<file path="config.mk">
export PLATFORM = sky130hd
export DESIGN_NAME = tcw_ctrl
export DESIGN_NICKNAME = d
export VERILOG_FILES = /design/src/tcw_pkg.sv /design/src/tcw_ctrl.sv
export VERILOG_INCLUDE_DIRS = /design/src /design/src/src
export SDC_FILE = /design/constraint.sdc
export NUM_CORES = 1
export LEC_CHECK = 0
export BUFFER_PORTS_ARGS = -buffer_cell sky130_fd_sc_hd__buf_2
export CAP_MARGIN = 20
export CORE_AREA = 3 3 40 42
export CTS_BUF_LIST = sky130_fd_sc_hd__clkbuf_8
export CTS_CLUSTER_SIZE = 20
export DETAILED_ROUTE_END_ITERATION = 16
export DIE_AREA = 0 0 43 45
export GPL_ROUTABILITY_DRIVEN = 0
export PLACE_DENSITY = 0.35
export SLEW_MARGIN = 20
export SYNTH_ARGS = -nofsm -noshare
export SYNTH_HDL_FRONTEND = slang
export SYNTH_SLANG_ARGS = --single-unit
</file>
<file path="constraint.sdc">
create_clock -name aclk -period 1.6 [get_ports aclk]
set_clock_uncertainty 0.15 [all_clocks]
set_input_delay 0.24 -clock aclk [delete_from_list [all_inputs] [get_ports aclk]]
set_output_delay 0.24 -clock aclk [all_outputs]
set_load 0.05 [all_outputs]
</file>
<file path="src/assert_macros.svh">
// Assertion macros shared by the console writer modules.
`ifndef ASSERT_MACROS_SVH
`define ASSERT_MACROS_SVH

// Same-cycle implication, disabled while reset is held.
`define TCW_ASSERT_IMPL(lbl, clk, rst_n, ante, cons) \
    lbl: assert property (@(posedge clk) disable iff (!rst_n) (ante) |-> (cons)) \
        else $error("console writer check failed");

// Next-cycle implication, disabled while reset is held.
`define TCW_ASSERT_NEXT(lbl, clk, rst_n, ante, cons) \
    lbl: assert property (@(posedge clk) disable iff (!rst_n) (ante) |=> (cons)) \
        else $error("console writer check failed");

`endif

</file>
<file path="src/tcw_pkg.sv">
// Shared constants, codes and controller/datapath interface types of the console writer.
package tcw_pkg;

    // Default grid geometry
    localparam int DEF_COLUMNS  = 80;
    localparam int DEF_ROWS     = 25;
    localparam int DEF_TAB_STEP = 4;

    // Field widths
    localparam int CHAR_W     = 8;
    localparam int INDEX_W    = 11;
    localparam int OUT_COL_W  = 7;
    localparam int OUT_ROW_W  = 5;
    localparam int S_DATA_W   = 24;
    localparam int M_DATA_W   = 24;

    // Action codes
    localparam logic ACTION_PUT  = 1'b0;
    localparam logic ACTION_READ = 1'b1;

    // Character codes
    localparam logic [CHAR_W-1:0] CODE_NUL       = 8'h00;
    localparam logic [CHAR_W-1:0] CODE_BACKSPACE = 8'h08;
    localparam logic [CHAR_W-1:0] CODE_TAB       = 8'h09;
    localparam logic [CHAR_W-1:0] CODE_NEWLINE   = 8'h0A;
    localparam logic [CHAR_W-1:0] SPACE_CODE     = 8'h20;

    // Commands from controller to datapath
    typedef struct packed {
        logic put_en;     // apply a put word to cursor and store
        logic read_en;    // launch a store read
        logic read_load;  // load read data into the output register
        logic clear_en;   // write one space during the clear sweep
    } tcw_cmd_t;

    // Status from datapath to controller
    typedef struct packed {
        logic wrap_clear;  // current put leaves the last row
        logic clear_done;  // sweep is at the last cell
        logic out_free;    // output register can take a result this cycle
    } tcw_sts_t;

endpackage

</file>
<file path="src/tcw_ctrl.sv">
// Controller state machine of the console writer: accept, read wait and clear sweep.
`include "assert_macros.svh"
module tcw_ctrl (
    input  logic              aclk,
    input  logic              aresetn,
    input  logic              s_tvalid,
    output logic              s_tready,
    input  logic              action,
    input  tcw_pkg::tcw_sts_t sts,
    output tcw_pkg::tcw_cmd_t cmd
);
    import tcw_pkg::*;

    localparam logic [1:0] ST_IDLE  = 2'd0;
    localparam logic [1:0] ST_READ  = 2'd1;
    localparam logic [1:0] ST_CLEAR = 2'd2;

    logic [1:0] state_reg;
    logic [1:0] state_next;
    logic       accept;

    // Take a word only when idle and the result slot is free
    assign s_tready = (state_reg == ST_IDLE) && sts.out_free;
    assign accept   = s_tvalid && s_tready;

    // Decode commands
    always_comb begin
        cmd           = '0;
        cmd.put_en    = accept && (action == ACTION_PUT);
        cmd.read_en   = accept && (action == ACTION_READ);
        cmd.read_load = (state_reg == ST_READ);
        cmd.clear_en  = (state_reg == ST_CLEAR);
    end

    // Next state
    always_comb begin
        state_next = state_reg;
        unique case (state_reg)
            ST_IDLE: begin
                if (cmd.read_en) begin
                    state_next = ST_READ;
                end else if (cmd.put_en && sts.wrap_clear) begin
                    state_next = ST_CLEAR;
                end
            end
            ST_READ: begin
                state_next = ST_IDLE;
            end
            ST_CLEAR: begin
                if (sts.clear_done) begin
                    state_next = ST_IDLE;
                end
            end
            default: begin
                state_next = ST_IDLE;
            end
        endcase
    end

    // State register; reset starts with a sweep of the store
    always_ff @(posedge aclk) begin
        if (!aresetn) begin
            state_reg <= ST_CLEAR;
        end else begin
            state_reg <= state_next;
        end
    end

    `TCW_ASSERT_NEXT(a_read_loads, aclk, aresetn, cmd.read_en, cmd.read_load)
    `TCW_ASSERT_NEXT(a_overflow_sweeps, aclk, aresetn,
        cmd.put_en && sts.wrap_clear, cmd.clear_en)

endmodule

</file>
* Word level (Yosys, flattened, before mapping) *
Cells that the tools add are included.

word-level totals
  output and inout bits = 5
  word-level logic and storage cells = 17
  bits in registers = 2

cells by class
  bitwise logic cells = 1
  multiplexer cells = 4
  equality and inequality tests = 4
  reduce and logical (&&, ||, !) cells = 7

operator list
  cell                count
  $mux 2              3
  $logic_and 1x1->1   5
  $pmux 2 s2          1
  $ne 3x2->1 const B  1
  $eq 2x1->1 const B  1
  $eq 2x2->1 const B  1
  $logic_not 2->1     1
  $ne 2x2->1 const B  1
  $reduce_and 2->1    1
  $not 1->1           1

* Longest topological paths before layout *
  depth after elaboration = 8
  depth in mapped cells = 2
  depth with buffers taken out = 2

* Worst setup path before layout *
Ideal clock, no wire load.

  path kind = register to output
  start = register state_reg[0]
  end = output s_tready
  arrival = 1.487 ns
  path slack = -0.277 ns
  path buffers = 0
  cell stages (with the launch flop) = 2
  path through = dfxtp_1 -> nor3b_1

between the ends
  word-level cells in the longest chain between the ends = 2

ends and longest elaborated chain
  what                    RTL line        text
  start, declared         tcw_ctrl.sv:18  logic [1:0] state_reg;
  start signal, assigned  tcw_ctrl.sv:65  state_reg <= state_next;
  $logic_not 2->1         tcw_ctrl.sv:23  assign s_tready = (state_reg == ST_IDLE) && sts.out_free;
  $logic_and 1x1->1       tcw_ctrl.sv:23
  end, declared           tcw_ctrl.sv:7   output logic s_tready,

Every way passes these cells.

==> results_dict.tcl <==
set metrics [dict create \
    cts-htree-levels 1 \
    synth_area_per_inst_um2 11.3 \
    floorplan.io_pins 12 \
    drt-total-wl_um 444 \
    post_synthesis_cells 14 \
    synth_largest_type_area_fraction_pct 25.4 \
    max-clock-path-buffers 2 \
    pin_count_of_the_biggest_net_entering_global_routing 6 \
    first_global_vias 202 \
    design_power_total_w 0.000302 \
    grt_use_total_pct 6.40 \
    dp_slack_ns 0.225 \
    tritoncts "built" \
    critPathCaptureType "primary output" \
    die_width_um 43 \
    placed_cell_count 40 \
    drive_above_1_share_pct 71.4 \
    place.port_buffers 11 \
    synth-seq-area-share_pct 25.4 \
    globalRoute.totalOverflow 0 \
    maxSlewHeadroom_pct 83.5 \
    swShare_pct 23.0 \
    worstPathArrival_ns 1.16 \
    critical_path_required_time_ns 1.21 \
    peakVddDrop_mv 0.354 \
    critPathLaunchType "register" \
    flop_pwr_share_pct 18.3 \
    status "finished, final reports clean" \
    synth_cell_types 10 \
    crit_path_max_fanout 5 \
    route.detailed.drc 0 \
    die_area_um2 1940 \
    cts-hold-fix-buffers 0 \
    timing.max_cap.violations 0 \
    p_clk_share_pct 64.2 \
    die_height_um 45 \
    achievable-frequency_mhz 645 \
    antenna-diode-count 0 \
    wire_length_per_cell_um 10.3 \
    postLayoutSetupSlackWorst_ns 0.0496 \
    post-route-util_pct 22.8 \
    floorplan.core_area_um2 1280 \
    number_of_antenna_violations_at_the_first_check_in_global_routing 0 \
    insertion_delay_ns 0.21 \
    worstMarginPinSlew_ns 0.249 \
    ys_ff_latch 2 \
    final_max_slew_viol_count 0 \
    areaGrowthSynthToFinish_pct 85.7 \
    report.final.setup_viol 0 \
    layout_min_cycle_time_ns 1.55 \
    synthesis.nets 21 \
    routed-via-count 161 \
    netlist.top_cell.by_area "sky130_fd_sc_hd__dfxtp_1" \
    start_util_pct 12.3 \
    final_total_negative_setup_slack_ns 0 \
    hold_viol 0 \
    switchingPower_w 0.0000696 \
    synthTopCellsByArea "sky130_fd_sc_hd__dfxtp_1 (25%), sky130_fd_sc_hd__nand4bb_4 (17%), sky130_fd_sc_hd__nor4b_4 (15%), sky130_fd_sc_hd__o311ai_2 (10%), sky130_fd_sc_hd__inv_1 (7.1%)" \
    power.density_nw_per_um2 1030 \
    crit_type "reg2out" \
    number_of_nets_at_the_end_of_the_flow 37 \
    detail-route-antenna-nets 0 \
    post-cts-setup-buffer-count 0 \
    worst_hold_check_path_type "in2reg" \
    tritoncts_num_sinks 2 \
    p_int_w 0.000232 \
    comb_power_share_pct 17.5 \
    grt_setup_unrepaired "true" \
    ratio_of_final_minimum_period_to_clock_period_pct 96.9 \
    largest_register_ffs 2 \
    clock-root-buffer "sky130_fd_sc_hd__clkbuf_8" \
    drt_pre_antenna_iters 2 \
    vias_per_cell 3.74 \
    rows 13 \
    worst_setup_hold_path_clk_slew_ns 0.03 \
    netlist_area_um2 158 \
    final_cell_count_no_fill 43 \
    drt-initial-drc-count 1 \
    p_leak_nw 0.139 \
    cts_inserted_buffers 3 \
    grt_pass1_wl_um 828 \
    synth.yosys.warnings 0 \
]
-- layout make-up --
| class | count | area, um2 |
|---|---|---|
| tap | 15 | 18.8 |
| multi-input combinational | 9 | 114 |
| inverter | 3 | 11.3 |
| clock buffer | 3 | 41.3 |
| timing repair buffer | 11 | 67.6 |
| fill | 141 | 992 |
| sequential | 2 | 40.0 |
-- synth_stat cells --
master / n
sky130_fd_sc_hd__inv_1: 3
sky130_fd_sc_hd__dfxtp_1: 2
sky130_fd_sc_hd__nor2_1: 2
sky130_fd_sc_hd__and2b_2: 1
sky130_fd_sc_hd__nand4bb_4: 1
sky130_fd_sc_hd__nor2b_1: 1
sky130_fd_sc_hd__nor3b_1: 1
sky130_fd_sc_hd__nor4b_4: 1
sky130_fd_sc_hd__o311ai_2: 1
sky130_fd_sc_hd__or3b_1: 1
-- placed cells by master (no fill, tap or decap) --
cell | netlist | routed
sky130_fd_sc_hd__nand4bb_4 | 1 | 1
sky130_fd_sc_hd__buf_6 | 0 | 2
sky130_fd_sc_hd__and2b_2 | 1 | 1
sky130_fd_sc_hd__nor2_2 | 0 | 1
sky130_fd_sc_hd__clkbuf_8 | 0 | 3
sky130_fd_sc_hd__buf_2 | 0 | 9
sky130_fd_sc_hd__nor3b_2 | 0 | 1
sky130_fd_sc_hd__nor2_1 | 2 | 1
sky130_fd_sc_hd__nor4b_4 | 1 | 1
sky130_fd_sc_hd__dfxtp_1 | 2 | 2
sky130_fd_sc_hd__or3b_1 | 1 | 1
sky130_fd_sc_hd__o311ai_2 | 1 | 1
sky130_fd_sc_hd__inv_1 | 3 | 3
sky130_fd_sc_hd__nor2b_1 | 1 | 1
-- cell families after synthesis --
kind of cell / synth area share (%)
AO/OA/AOI/OAI: 10.3
buffers and inverters: 7.14
flip-flops: 25.4
AND/OR/NAND/NOR: 57.2
-- metal layers --
layer	GRT usage [%]	part of all wire (%)
met3	5.18	18
met5	0	0
met1	6.47	42
met4	5.42	1.6
met2	8.38	39
-- stage by stage --
step | instance area, um2 | hold WS (ns)
after detailed placement | 236 | 0.297
final | 293 | 0.0834
after global routing | 293 | 0.0814
after CTS | 283 | 0.0789
after global placement | 236 | 0.291
after floorplan | 163 | 0.163
-- worst paths after layout --
check                                  start      endpoint  slack [ns]  depth (start not counted)
worst min register to register  state_reg[1]  state_reg[1]        0.55                          2
worst max register to register  state_reg[1]  state_reg[0]        0.40                          2
worst min-delay path                 aresetn  state_reg[1]        0.08                          2
worst max-delay path            state_reg[1]        cmd[2]        0.05                          3
-- power groups by stage --
stage,Clock [W],Combinational (W),Sequential (W)
5_1_grt,0.000208,0.0000567,0.0000559
2_1_floorplan,0,0.0000350,0.0000552
6_report,0.000194,0.0000528,0.0000553
3_5_place_dp,0,0.0000512,0.0000560
3_3_place_gp,0,0.0000499,0.0000559
4_1_cts,0.000204,0.0000521,0.0000556
-- timing repair --
item                                    CTS  global route
endpoints found under the setup margin    2             2
resized for setup                         2             3
endpoints found under the hold margin     0             0
-- critical path, stage by stage (launching register included) --
cell and delay (ns):
sky130_fd_sc_hd__dfxtp_1 0.33, sky130_fd_sc_hd__nand4bb_4 0.28, sky130_fd_sc_hd__nor2_1 0.16, sky130_fd_sc_hd__buf_6 0.18
Note: power is estimated with default switching activity, not from simulation.
